### src/rtl/itp_pkg.sv
// Package for the infix-to-postfix converter: stack sizing, character
// codes, operator classes and precedence helpers. No dependencies.
package itp_pkg;

  localparam int STACK_DEPTH = 32;
  localparam int CNT_W       = $clog2(STACK_DEPTH + 1);
  localparam int IDX_W       = (STACK_DEPTH > 1) ? $clog2(STACK_DEPTH) : 1;

  typedef logic [7:0]       char_t;
  typedef logic [CNT_W-1:0] count_t;

  localparam char_t CH_PLUS  = 8'h2B;
  localparam char_t CH_MINUS = 8'h2D;
  localparam char_t CH_MUL   = 8'h2A;
  localparam char_t CH_DIV   = 8'h2F;
  localparam char_t CH_MOD   = 8'h25;
  localparam char_t CH_POW   = 8'h5E;
  localparam char_t CH_OPEN  = 8'h28;
  localparam char_t CH_CLOSE = 8'h29;
  localparam char_t CH_SPACE = 8'h20;

  // Character classes.
  typedef logic [2:0] cls_t;
  localparam cls_t CLS_SKIP    = 3'd0;
  localparam cls_t CLS_OPERAND = 3'd1;
  localparam cls_t CLS_ADD     = 3'd2;
  localparam cls_t CLS_MUL     = 3'd3;
  localparam cls_t CLS_POW     = 3'd4;
  localparam cls_t CLS_CLOSE   = 3'd5;

  // Pop levels: how far down the stack an operator may pop.
  typedef logic [1:0] lvl_t;
  localparam lvl_t LVL_PAREN = 2'd0;
  localparam lvl_t LVL_ADD   = 2'd1;
  localparam lvl_t LVL_MUL   = 2'd2;

  // Control handed from the sequencer to the stack cells.
  typedef struct packed {
    logic  push;
    logic  pop;
    char_t din;
  } stk_ctrl_t;

  function automatic cls_t classify(input char_t c);
    cls_t r;
    case (c)
      CH_SPACE:                 r = CLS_SKIP;
      CH_PLUS, CH_MINUS:        r = CLS_ADD;
      CH_MUL, CH_DIV, CH_MOD:   r = CLS_MUL;
      CH_POW:                   r = CLS_POW;
      CH_CLOSE:                 r = CLS_CLOSE;
      default:                  r = CLS_OPERAND;
    endcase
    return r;
  endfunction

  function automatic lvl_t cls_level(input cls_t c);
    lvl_t r;
    case (c)
      CLS_MUL: r = LVL_ADD;
      CLS_POW: r = LVL_MUL;
      default: r = LVL_PAREN;
    endcase
    return r;
  endfunction

  function automatic logic stops_at(input char_t t, input lvl_t lvl);
    logic r;
    r = (t == CH_OPEN);
    if (lvl >= LVL_ADD && (t == CH_PLUS || t == CH_MINUS)) r = 1'b1;
    if (lvl >= LVL_MUL && (t == CH_MUL || t == CH_DIV || t == CH_MOD)) r = 1'b1;
    return r;
  endfunction

endpackage

### src/rtl/itp_cell.sv
// One stack cell: holds one entry and shifts with its neighbors.
// Depends on itp_pkg.
module itp_cell (
  input  logic                clk,
  input  itp_pkg::stk_ctrl_t  ctrl,
  input  itp_pkg::char_t      from_above,
  input  itp_pkg::char_t      from_below,
  output itp_pkg::char_t      data
);
  import itp_pkg::*;

  always_ff @(posedge clk) begin
    if (ctrl.push) begin
      data <= from_above;
    end else if (ctrl.pop) begin
      data <= from_below;
    end
  end

endmodule

### src/rtl/itp_stack.sv
// Operator stack built as a row of shifting cells; cell 0 is the top.
// Depends on itp_pkg and itp_cell.
module itp_stack (
  input  logic                clk,
  input  itp_pkg::stk_ctrl_t  ctrl,
  output itp_pkg::char_t      top
);
  import itp_pkg::*;

  char_t cells [STACK_DEPTH];

  for (genvar i = 0; i < STACK_DEPTH; i++) begin : g_cell
    char_t above;
    char_t below;
    if (i == 0) begin : g_first
      assign above = ctrl.din;
    end else begin : g_mid
      assign above = cells[i-1];
    end
    if (i == STACK_DEPTH - 1) begin : g_end
      assign below = '0;
    end else begin : g_inner
      assign below = cells[i+1];
    end
    itp_cell u_cell (
      .clk        (clk),
      .ctrl       (ctrl),
      .from_above (above),
      .from_below (below),
      .data       (cells[i])
    );
  end

  assign top = cells[0];

endmodule

### src/rtl/infix_to_postfix_converter.sv
// Top level of the infix-to-postfix converter (shunting yard).
// Depends on itp_pkg and itp_stack.
//
//  Channel | Dir | Signals                          | Contents
//  s       | in  | s_tvalid s_tready s_tdata s_tlast | one infix character
//  m       | out | m_tvalid m_tready m_tdata m_tlast | one postfix character
//
// An ordinary character is accepted in S_IDLE, pushed in S_SCAN and closed
// in S_END, which releases the held result if there is one. Each entry
// popped by an operator or ')' adds a step in S_SCAN, since the stack cells
// shift one place per pop; after the last character the implicit ')' adds
// the S_DRAIN state, which pops its entries one at a time.
// Reset clears the sequencer, the stack count and the overflow flag; the
// cells themselves are not cleared. A stalled output holds the sequencer in
// place; a new input transaction is taken only when the previous one is done.
module infix_to_postfix_converter (
  input  logic        clk,
  input  logic        rst,
  input  logic        s_tvalid,
  output logic        s_tready,
  input  logic [7:0]  s_tdata,   // [7:0] in_char
  input  logic        s_tlast,   // in_last
  output logic        m_tvalid,
  input  logic        m_tready,
  output logic [15:0] m_tdata,   // [7:0] out_char, [8] no_char, [9] overflow
  output logic        m_tlast    // out_last
);
  import itp_pkg::*;

  // Sequencer states.
  localparam logic [1:0] S_IDLE  = 2'd0;  // waiting for a character
  localparam logic [1:0] S_SCAN  = 2'd1;  // pops for the character, then push
  localparam logic [1:0] S_DRAIN = 2'd2;  // implicit ')' after the last one
  localparam logic [1:0] S_END   = 2'd3;  // release the held result

  logic [1:0] state, state_next;
  count_t     count, count_next;
  logic       ovf, ovf_next;

  // Current character.
  char_t ch, ch_next;
  cls_t  cls, cls_next;
  logic  ch_last, ch_last_next;

  // One result is held back so that the final one of an expression can be
  // marked last once it is known that nothing follows it.
  logic  held_valid, held_valid_next;
  char_t held_char, held_char_next;
  logic  held_ovf, held_ovf_next;

  // Output register.
  logic  m_tvalid_next;
  char_t out_char, out_char_next;
  logic  out_none, out_none_next;
  logic  out_ovf, out_ovf_next;
  logic  m_tlast_next;

  stk_ctrl_t ctrl;
  char_t     top;
  lvl_t      lvl;
  logic      can_pop;
  logic      out_free;
  logic      emit_ok;

  itp_stack u_stack (
    .clk  (clk),
    .ctrl (ctrl),
    .top  (top)
  );

  assign s_tready = (state == S_IDLE);
  assign m_tdata  = {6'b0, out_ovf, out_none, out_char};
  assign out_free = !m_tvalid || m_tready;
  // A new result can be produced when the held slot is empty or can move on.
  assign emit_ok  = !held_valid || out_free;
  assign lvl      = (state == S_DRAIN) ? LVL_PAREN : cls_level(cls);
  // An empty stack reads as the base '(' and stops every pop.
  assign can_pop  = (count != '0) && !stops_at(top, lvl);

  always_comb begin
    state_next      = state;
    count_next      = count;
    ovf_next        = ovf;
    ch_next         = ch;
    cls_next        = cls;
    ch_last_next    = ch_last;
    held_valid_next = held_valid;
    held_char_next  = held_char;
    held_ovf_next   = held_ovf;
    m_tvalid_next   = m_tvalid && !m_tready;
    out_char_next   = out_char;
    out_none_next   = out_none;
    out_ovf_next    = out_ovf;
    m_tlast_next    = m_tlast;
    ctrl            = '0;
    ctrl.din        = ch;

    unique case (state)
      S_IDLE: begin
        if (s_tvalid) begin
          ch_next      = s_tdata;
          cls_next     = classify(s_tdata);
          ch_last_next = s_tlast;
          state_next   = S_SCAN;
        end
      end

      S_SCAN, S_DRAIN: begin
        if (can_pop && (state == S_DRAIN || (cls != CLS_SKIP && cls != CLS_OPERAND))) begin
          if (emit_ok) begin
            if (held_valid) begin
              m_tvalid_next = 1'b1;
              out_char_next = held_char;
              out_none_next = 1'b0;
              out_ovf_next  = held_ovf;
              m_tlast_next  = 1'b0;
            end
            held_valid_next = 1'b1;
            held_char_next  = top;
            held_ovf_next   = ovf;
            ctrl.pop        = 1'b1;
            count_next      = count - count_t'(1);
          end
        end else if (state == S_DRAIN) begin
          // The '(' that stopped the drain and everything under it go away.
          count_next = '0;
          state_next = S_END;
        end else begin
          if (cls == CLS_CLOSE) begin
            if (count != '0) begin
              ctrl.pop   = 1'b1;
              count_next = count - count_t'(1);
            end
          end else if (cls != CLS_SKIP) begin
            if (count < count_t'(STACK_DEPTH)) begin
              ctrl.push  = 1'b1;
              count_next = count + count_t'(1);
            end else begin
              ovf_next = 1'b1;
            end
          end
          state_next = ch_last ? S_DRAIN : S_END;
        end
      end

      S_END: begin
        if (held_valid) begin
          if (out_free) begin
            m_tvalid_next   = 1'b1;
            out_char_next   = held_char;
            out_none_next   = 1'b0;
            out_ovf_next    = held_ovf;
            m_tlast_next    = ch_last;
            held_valid_next = 1'b0;
            state_next      = S_IDLE;
          end
        end else if (ch_last) begin
          // Nothing came out of the last character: send the bare end mark.
          if (out_free) begin
            m_tvalid_next = 1'b1;
            out_char_next = '0;
            out_none_next = 1'b1;
            out_ovf_next  = ovf;
            m_tlast_next  = 1'b1;
            state_next    = S_IDLE;
          end
        end else begin
          state_next = S_IDLE;
        end
      end

      default: state_next = S_IDLE;
    endcase
  end

  always_ff @(posedge clk) begin
    if (rst) begin
      state      <= S_IDLE;
      count      <= '0;
      ovf        <= 1'b0;
      held_valid <= 1'b0;
      m_tvalid   <= 1'b0;
    end else begin
      state      <= state_next;
      count      <= count_next;
      ovf        <= ovf_next;
      held_valid <= held_valid_next;
      m_tvalid   <= m_tvalid_next;
    end
  end

  always_ff @(posedge clk) begin
    ch        <= ch_next;
    cls       <= cls_next;
    ch_last   <= ch_last_next;
    held_char <= held_char_next;
    held_ovf  <= held_ovf_next;
    out_char  <= out_char_next;
    out_none  <= out_none_next;
    out_ovf   <= out_ovf_next;
    m_tlast   <= m_tlast_next;
  end

`ifndef SYNTHESIS
  // The stack never holds more entries than it has cells.
  a_count_range: assert property (@(posedge clk) disable iff (rst)
    count <= count_t'(STACK_DEPTH))
    else $error("stack count above depth");

  // Every held result is released before a new character is taken.
  a_held_empty_idle: assert property (@(posedge clk) disable iff (rst)
    (state == S_IDLE) |-> !held_valid)
    else $error("held result left behind at end of character");

  // A bare end mark is always the final transaction of an expression.
  a_mark_is_last: assert property (@(posedge clk) disable iff (rst)
    (m_tvalid && m_tdata[8]) |-> m_tlast)
    else $error("end mark not marked last");

  // After the final character the stack is empty.
  a_drained: assert property (@(posedge clk) disable iff (rst)
    (state == S_END && ch_last) |-> (count == '0))
    else $error("stack not cleared at end of expression");
`endif

endmodule
### config.mk
export PLATFORM = sky130hd
export DESIGN_NAME = infix_to_postfix_converter
export DESIGN_NICKNAME = d
export VERILOG_FILES = /design/src/rtl/itp_pkg.sv /design/src/rtl/itp_cell.sv /design/src/rtl/itp_stack.sv /design/src/rtl/infix_to_postfix_converter.sv
export SDC_FILE = /design/constraint.sdc
export NUM_CORES = 1
export LEC_CHECK = 0
export BUFFER_PORTS_ARGS = -buffer_cell sky130_fd_sc_hd__buf_2
export CAP_MARGIN = 15
export CORE_MARGIN = 2
export CORE_UTILIZATION = 50
export CTS_CLUSTER_DIAMETER = 40
export DETAILED_ROUTE_END_ITERATION = 6
export PLACE_DENSITY = 0.66
export SYNTH_ARGS = -nofsm -noshare
export SYNTH_HDL_FRONTEND = slang
export SYNTH_SLANG_ARGS = --single-unit
### constraint.sdc
create_clock -name clk -period 27.3 [get_ports clk]
set_clock_uncertainty 0.1 [all_clocks]
set_input_delay 1.365 -clock clk [delete_from_list [all_inputs] [get_ports clk]]
set_output_delay 1.365 -clock clk [all_outputs]
set_load 0.005 [all_outputs]
==> out/metrics.cfg, run 1 <==
[power_and_ir_drop]
leakage_nw=4.90
p_per_area_mw_per_mm2=141
irDropWorstVdd_mv=0.125

[synthesis]
synth_cell_types=55
synth_top_area_share_pct=65.7
synth_seq_cells=299
synthArstFlopShare_pct=0
synth_top_cell_by_area=edfxtp_1
synthCells=766
postSynthAreaPerCell_um2=17.2
synth-edff-count=288
yosys_warnings=0
syn_area_mm2=0.0132
synthFlopType=edfxtp_1
synth_area_leaders=edfxtp_1, mux2_1, mux2_2
yosysSeqAreaShare_pct=67.3

[routing]
drc_errors=0
ant_nets=0
vias=6326
drt_first_pass_iters=4
post_drt_wl_per_cell_um=16.2
drt_iter0_drc=624
viasPerCell=5.46
wl_um=18800

[cells_and_area]
drive_above_1_share_pct=18.1
layoutNonFillerInstCount=1159
area_growth_syn_to_layout_pct=11.6
fillCellCount=1928
fin_nets=814
fin_area_mm2=0.0147
n_antenna_cell=0

[clocking]
clkTransAtPathRegs_ps=60
clock-root-buffer=clkbuf_16
htreeDepth=2
cts_setup_buffers=0
cts_resized=0
cts_buffer_depth=3
insertion_delay_ps=510
numCtsBuffers=39
holdBufCountCts=0
numClockSinks=299
cts_tree=yes

[min_path]
worstHoldPathType=register to register

[job]
maxCapViolCount=0

[sta]
setup_tns_ps=0
slew_headroom_pct=8.94
fin_crit_sh_pct=20.4
worst_slew_pin_slew_ps=1370
report.final.slew_viol_count=0
setup_viol=0
final-hold-violation-count=0
max_freq_mhz=179
rsz0062_at_grt=false
min_period_ps=5570

[global_routing]
grt_pass1_wl_um=31900
grt_start_max_net_pins=220
antenna_found_initial=0
first_global_vias=6520
grt_busiest_layer=met2
grt_use_met3_pct=3.03
use_met1_pct=18.2
track_usage_pct=13.6
grt_use_met2_pct=21.9
grt_overflow=0

[placed_design]
post-place-cells=1088
portBuffers=25
dp_hpwl_um=10900
place_congestion=0.824
postPlaceCellArea_mm2=0.0134

[setup_path]
crit_buf_inv=5
crit_required_ps=27460
cp_slowest_cell=buf_4
cp_top_family=buffers and inverters
cp-end-kind=register
worstPathCellList=inv_1 > ha_1 > o21ba_2 > o2111ai_1 > a211o_1 > a211oi_2 > and2b_4 > buf_4 > buf_4 > buf_16 > buf_4 > mux2_2
cp_max_fo=94
cp-start-kind=register
arrival_ps=5740
cpMostUsedCell=buf_4
worst-setup-path-type=register to register
critPathMaxStageDelay_ps=820

[die]
rows=59
start_util_pct=50.7
die_x_um=166
core_mm2=0.0260
dieArea_mm2=0.0277
top_level_ports=32
die_h_um=166

[outcome]
status=complete, no violations

-- sequential cells by signal, summed over array words and instances (netlist names) --
name,count
m_tvalid,1
held_ovf,1
cls,3
out_none,1
out_char,8
out_ovf,1
u_stack.g_cell.u_cell.data,256
ovf,1
count,6
held_char,8
ch,8
ch_last,1
m_tlast,1
held_valid,1
state,2
-- worst paths after layout --
kind | startpoint | endpoint | slack [ps] | cells after the start
worst max-delay path | state[0] | u_stack.g_cell[26].u_cell.data[5] | 21730 | 12
worst min-delay path | u_stack.g_cell[0].u_cell.data[4] | held_char[4] | 380 | 0
worst max register to register | state[0] | u_stack.g_cell[26].u_cell.data[5] | 21730 | 12
worst min register to register | u_stack.g_cell[0].u_cell.data[4] | held_char[4] | 380 | 0
-- cell usage in the layout (no fill, tap or decap), types with 4 or more instances in the layout --
cell type and instances:
nor2_1 13, o21ai_0 16, a311oi_1 4, nand3_1 7
clkbuf_16 41, buf_4 5, mux2_1 205, inv_1 11
mux2_2 44, and2_1 18, clkinv_2 5, dfxtp_1 11
inv_6 4, nand2_1 9, nor3_1 9, conb_1 6
clkinvlp_4 7, a21oi_1 23, buf_2 25, ha_1 5
edfxtp_1 288
-- logic make-up after synthesis --
family	share of synthesized area (%)
buf+inv	3.70
simple gates	3.37
xor+xnor	0.333
compound gates	3.31
flops	67.3
other cells	0.0285
fa+ha+maj	0.475
mux	21.4
-- per-stage QoR --
stage / util (%) / hold slack, ps / worst slack (ps) / power (mW)
2_1_floorplan: - / 327 / 5370 / 1.66
3_3_place_gp: 51.4 / 366 / 21700 / 1.53
3_5_place_dp: 51.4 / 371 / 21480 / 1.59
4_1_cts: 56.4 / 385 / 21440 / 2.09
5_1_grt: 56.5 / 411 / 21330 / 2.21
6_report: 56.5 / 379 / 21730 / 2.08
-- cell type report --
class | instances | area (um^2) | share of cell area, %
inverter | 11 | 41.3 | 0.281
multi-input combinational | 412 | 3840 | 26.2
sequential | 299 | 8870 | 60.4
clock inverter | 25 | 253 | 1.72
timing repair buffer | 33 | 230 | 1.57
tap | 335 | 419 | 2.85
clock buffer | 44 | 1040 | 7.06
-- metal layers --
metal	part of all wire, %	up-vias
li1	-	3026
met5	0	-
met4	2.4	0
met2	47	128
met3	4.4	40
met1	46	3132
-- power by group --
| group | switching [mW] | internal [mW] | leakage (nW) |
|---|---|---|---|
| Clock | 0.192 | 0.305 | 0.612 |
| Sequential | 0.113 | 0.896 | 2.79 |
| Combinational | 0.305 | 0.265 | 1.50 |
| Total | 0.610 | 1.47 | 4.90 |
-- worst reg2reg max path: stages (launching register included) --
cell and delay, ps:
dfxtp_1 350, inv_1 110, ha_1 450, o21ba_2 340, o2111ai_1 140, a211o_1 490, a211oi_2 300, and2b_4 170
buf_4 820, buf_4 530, buf_16 350, buf_4 750, mux2_2 430
-- Yosys cell counts (all sizes together) (5+ instances only) --
master  count
dfxtp      11
clkbuf     10
inv        11
nor2       13
mux2      249
o21ai      16
nand3       7
and2       18
nor3        9
a21oi      23
buf        39
ha          5
nand2       9
edfxtp    288
No activity file was read; power rests on OpenSTA's default activity.
==> inputs of run 2 (changes only) <==
- clock period: 27.3 -> 5.6 ns (I/O delays scaled with it)
==> out/metrics.cfg, run 2 (synthesized netlist as in run 1, its figures left out) <==
[global_routing]
grt_start_max_net_pins=193
first_global_vias=6575
track_usage_pct=13.9
antenna_found_initial=0
grt_use_met3_pct=3.00
grt_pass1_wl_um=32400
grt_busiest_layer=met2
grt_overflow=0
use_met1_pct=19.0
grt_use_met2_pct=22.2

[placed_design]
post-place-cells=1089
postPlaceCellArea_mm2=0.0134
dp_hpwl_um=11300
portBuffers=25
place_congestion=0.829

[clocking]
numCtsBuffers=40
clock-root-buffer=clkbuf_16
cts_tree=yes
htreeDepth=2
numClockSinks=299
cts_buffer_depth=3
clkTransAtPathRegs_ps=50
insertion_delay_ps=520

[power_and_ir_drop]
irDropWorstVdd_mv=0.692
leakage_nw=5.01
p_total_mw=10.4
p_per_area_mw_per_mm2=695

[setup_path]
cp-start-kind=register
cp_slowest_cell=buf_12
regToRegEndpoint=u_stack.g_cell[31].u_cell.data[4]
worstPathCellList=inv_1 > ha_1 > o21ba_2 > o2111ai_1 > a211o_1 > a211oi_1 > a21oi_4 > a21boi_4 > buf_12
reg2reg_depth=9
cp_max_fo=192
cp-end-kind=register
critPathMaxStageDelay_ps=700
r2r_start=state[0]
worst-setup-path-type=register to register
crit_required_ps=5620
r2r_setup_slack_ps=1430
arrival_ps=4200

[sta]
slew_headroom_pct=28.1
final-hold-violation-count=0
setup_tns_ps=0
max_freq_mhz=240
fin_crit_sh_pct=74.5
setup_viol=0
worst_slew_pin_slew_ps=1080
report.final.slew_viol_count=0
rsz0062_at_grt=false
min_period_ps=4170

[min_path]
worstHoldStart=m_tready
holdPathEnd=m_tvalid
worstHoldPathType=input port to register
holdPathStages=4

[routing]
drc_errors=1
vias=6448
wl_um=19400
drt_first_pass_iters=7
viasPerCell=5.50
drt_iter0_drc=701
ant_nets=0
post_drt_wl_per_cell_um=16.5

[cells_and_area]
area_growth_syn_to_layout_pct=13.3
drive_above_1_share_pct=18.9
layoutNonFillerInstCount=1172
largest_reg_flops=256
utilization_pct=57.4
fin_area_mm2=0.0149
final_common_cell=edfxtp_1
n_antenna_cell=0
fillCellCount=1964
registers.top_by_ff_count=u_stack.g_cell.u_cell.data
fin_nets=824
final_cell_mix=edfxtp_1, mux2_1, mux2_2

[die]
rows=59
die_h_um=166
dieArea_mm2=0.0277
die_x_um=166
top_level_ports=32
core_mm2=0.0260
start_util_pct=50.7

[job]
maxCapViolCount=0

[outcome]
failed_checks=design-rule violations
status=finished, violations left

-- run 2: cell count changes in the layout (fill, tap and decap cells not counted), moves of 3 or more --
cell           before  now
dlygate4sd3_1       0   10
bufinv_16           3    7
inv_8               0    3
clkinvlp_4          7    2
-- run 2: worst max-delay path by stage --
stage / startpoint / endpoint / cells after the start
finish: state[0] / u_stack.g_cell[31].u_cell.data[4] / 9
global route: state[0] / u_stack.g_cell[27].u_cell.data[0] / 9
CTS: state[0] / u_stack.g_cell[31].u_cell.data[4] / 9
detailed placement: state[0] / u_stack.g_cell[24].u_cell.data[4] / 9
global placement: state[0] / u_stack.g_cell[25].u_cell.data[2] / 9
floorplan: count[1] / u_stack.g_cell[0].u_cell.data[0] / 9
-- run 2: per-stage QoR --
step	setup WS, ps	hold slack [ps]
detailed placement	1500	361
finish	1430	45.9
CTS	1470	15.8
global route	1160	42.4
floorplan	-1140	252
global placement	1640	359
-- run 2: timing repair --
| item | CTS | global route |
|---|---|---|
| setup buffers | 0 | 0 |
| hold buffers | 10 | 0 |
| endpoints found under the hold margin | 16 | 0 |
| gates resized for setup | 0 | 0 |
-- run 2: worst max-delay path: cells and delay by family, from the launching register on --
family / cells / cell delay [ps]
compound gates: 6 / 1690
buf+inv: 2 / 830
fa+ha+maj: 1 / 630
flops: 1 / 320
-- run 2: cell type report --
class,instances,area (um^2),share of cell area (%)
multi-input combinational,412,3890,26.0
tap,335,419,2.81
clock buffer,45,1040,6.97
timing repair buffer,42,303,2.03
inverter,11,41.3,0.277
clock inverter,28,363,2.43
sequential,299,8870,59.4
-- run 2: power breakdown --
group / leakage [nW] / switching, mW / internal, mW
logic: 1.53 / 1.53 / 1.29
clock network: 0.688 / 0.963 / 1.68
registers: 2.79 / 0.548 / 4.36
-- run 2: per-layer routing --
| layer | vias up | part of all wire, % | wire length, um |
|---|---|---|---|
| met5 | - | 0 | 0 |
| met4 | 0 | 2.8 | 539 |
| met3 | 50 | 3.9 | 762 |
| met2 | 130 | 47 | 9030 |
| met1 | 3201 | 47 | 9020 |
| li1 | 3067 | - | - |
==> inputs of run 3 (changes only) <==
- clock period: 5.6 -> 4.06 ns (I/O delays scaled with it)
==> out/metrics.cfg, run 3 (synthesized netlist as in run 1, its figures left out) <==
[clocking]
insertion_delay_ps=520
cts_tree=yes
numClockSinks=299
numCtsBuffers=42
cts_setup_buffers=0
clock-root-buffer=clkbuf_16
cts_resized=0
clkTransAtPathRegs_ps=50
cts_buffer_depth=3
htreeDepth=2

[placed_design]
portBuffers=25
place_congestion=0.830
dp_hpwl_um=11800
pre_cts_ws_ps=521

[routing]
drc_errors=0
ant_nets=0
vias=6439
drt_iter0_drc=571
wl_um=19500
viasPerCell=5.43
drt_first_pass_iters=4
post_drt_wl_per_cell_um=16.4

[sta]
final-hold-violation-count=0
setup_tns_ps=0
slew_headroom_pct=47.1
setup_ws_ps=574
report.final.slew_viol_count=0
whs_ps=323
setup_viol=0
max_freq_mhz=287
min_period_ps=3490
fin_crit_sh_pct=85.9
worst_slew_pin_slew_ps=784
rsz0062_at_grt=false

[global_routing]
first_global_vias=6609
track_usage_pct=14.1
grt_pass1_wl_um=32700
grt_start_max_net_pins=100
antenna_found_initial=0
grt_overflow=0

[cells_and_area]
area_growth_syn_to_layout_pct=14.6
final_common_cell=edfxtp_1
n_antenna_cell=0
final_cell_mix=edfxtp_1, mux2_1, mux2_2
utilization_pct=58.1
largest_reg_flops=256
drive_above_1_share_pct=19.5
fin_nets=836
fillCellCount=1929
registers.top_by_ff_count=u_stack.g_cell.u_cell.data

[setup_path]
arrival_ps=3570
r2r_setup_slack_ps=570
regToRegEndpoint=u_stack.g_cell[28].u_cell.data[4]
crit_required_ps=4140
reg2reg_depth=8
r2r_start=u_stack.g_cell[0].u_cell.data[6]
cp_max_fo=58
cp-start-kind=register
cp-end-kind=register
worst-setup-path-type=register to register

[die]
dieArea_mm2=0.0277
die_x_um=166
start_util_pct=50.7
top_level_ports=32
rows=59
die_h_um=166
core_mm2=0.0260

[min_path]
worstHoldPathType=input port to register
holdPathEnd=ch_last
holdPathStages=2
worstHoldStart=s_tlast

[power_and_ir_drop]
p_total_mw=14.5
p_per_area_mw_per_mm2=958
irDropWorstVdd_mv=0.521
leakage_nw=5.07

[job]
maxCapViolCount=0

[outcome]
status=complete, no violations

[run 3: what timing repair did]
action | 4_1_cts | 5_1_grt
endpoints found under the hold margin | 23 | 0
hold buffers | 12 | 0
endpoints found under the setup margin | 0 | 0
[run 3: where the power goes]
group / leakage [nW] / switching (mW) / internal [mW]
Combinational: 1.60 / 2.14 / 1.93
Clock: 0.683 / 1.34 / 2.34
Sequential: 2.79 / 0.751 / 5.97
Total: 5.07 / 4.23 / 10.2
[run 3: cell type report]
cell class              count  area [um^2]  share of cell area, %
clock buffers              47         1090                   7.23
flip-flops and latches    299         8870                   58.8
well taps                 335          419                   2.78
multi-input cells         412         3890                   25.8
clock inverters            29          339                   2.25
repair buffers             52          445                   2.95
inverters                  11         41.3                  0.274
[run 3: through the flow]
stage / cells / area [um^2]
floorplan: 771 / 13300
global placement: 1097 / 13500
detailed placement: 1097 / 13500
CTS: 1185 / 15100
global route: 1185 / 15100
finish: 1185 / 15100
[run 3: worst max-delay path, cell delays in order, from the launching register on]
cell	delay, ps
edfxtp_1	410
nor4b_1	530
o2111ai_1	230
a211o_1	440
a31o_4	310
a21oi_4	180
a21boi_4	230
buf_12	280
buf_4	370
[run 3: worst max path at each step]
stage / startpoint / end / slack (ps)
3_5_place_dp: u_stack.g_cell[0].u_cell.data[6] / u_stack.g_cell[18].u_cell.data[3] / 520
3_3_place_gp: u_stack.g_cell[0].u_cell.data[4] / u_stack.g_cell[15].u_cell.data[3] / 640
6_report: u_stack.g_cell[0].u_cell.data[6] / u_stack.g_cell[28].u_cell.data[4] / 570
2_1_floorplan: count[1] / u_stack.g_cell[0].u_cell.data[0] / -2680
5_1_grt: u_stack.g_cell[0].u_cell.data[6] / u_stack.g_cell[8].u_cell.data[3] / 370
4_1_cts: u_stack.g_cell[0].u_cell.data[6] / u_stack.g_cell[25].u_cell.data[3] / 530
[run 3: per-layer routing]
layer	track usage, %	up-vias	routed length (um)
li1	-	3077	-
met3	3.29	44	871
met5	0	-	0
met1	19.3	3179	9120
met2	22.3	139	9000
met4	4.95	0	471
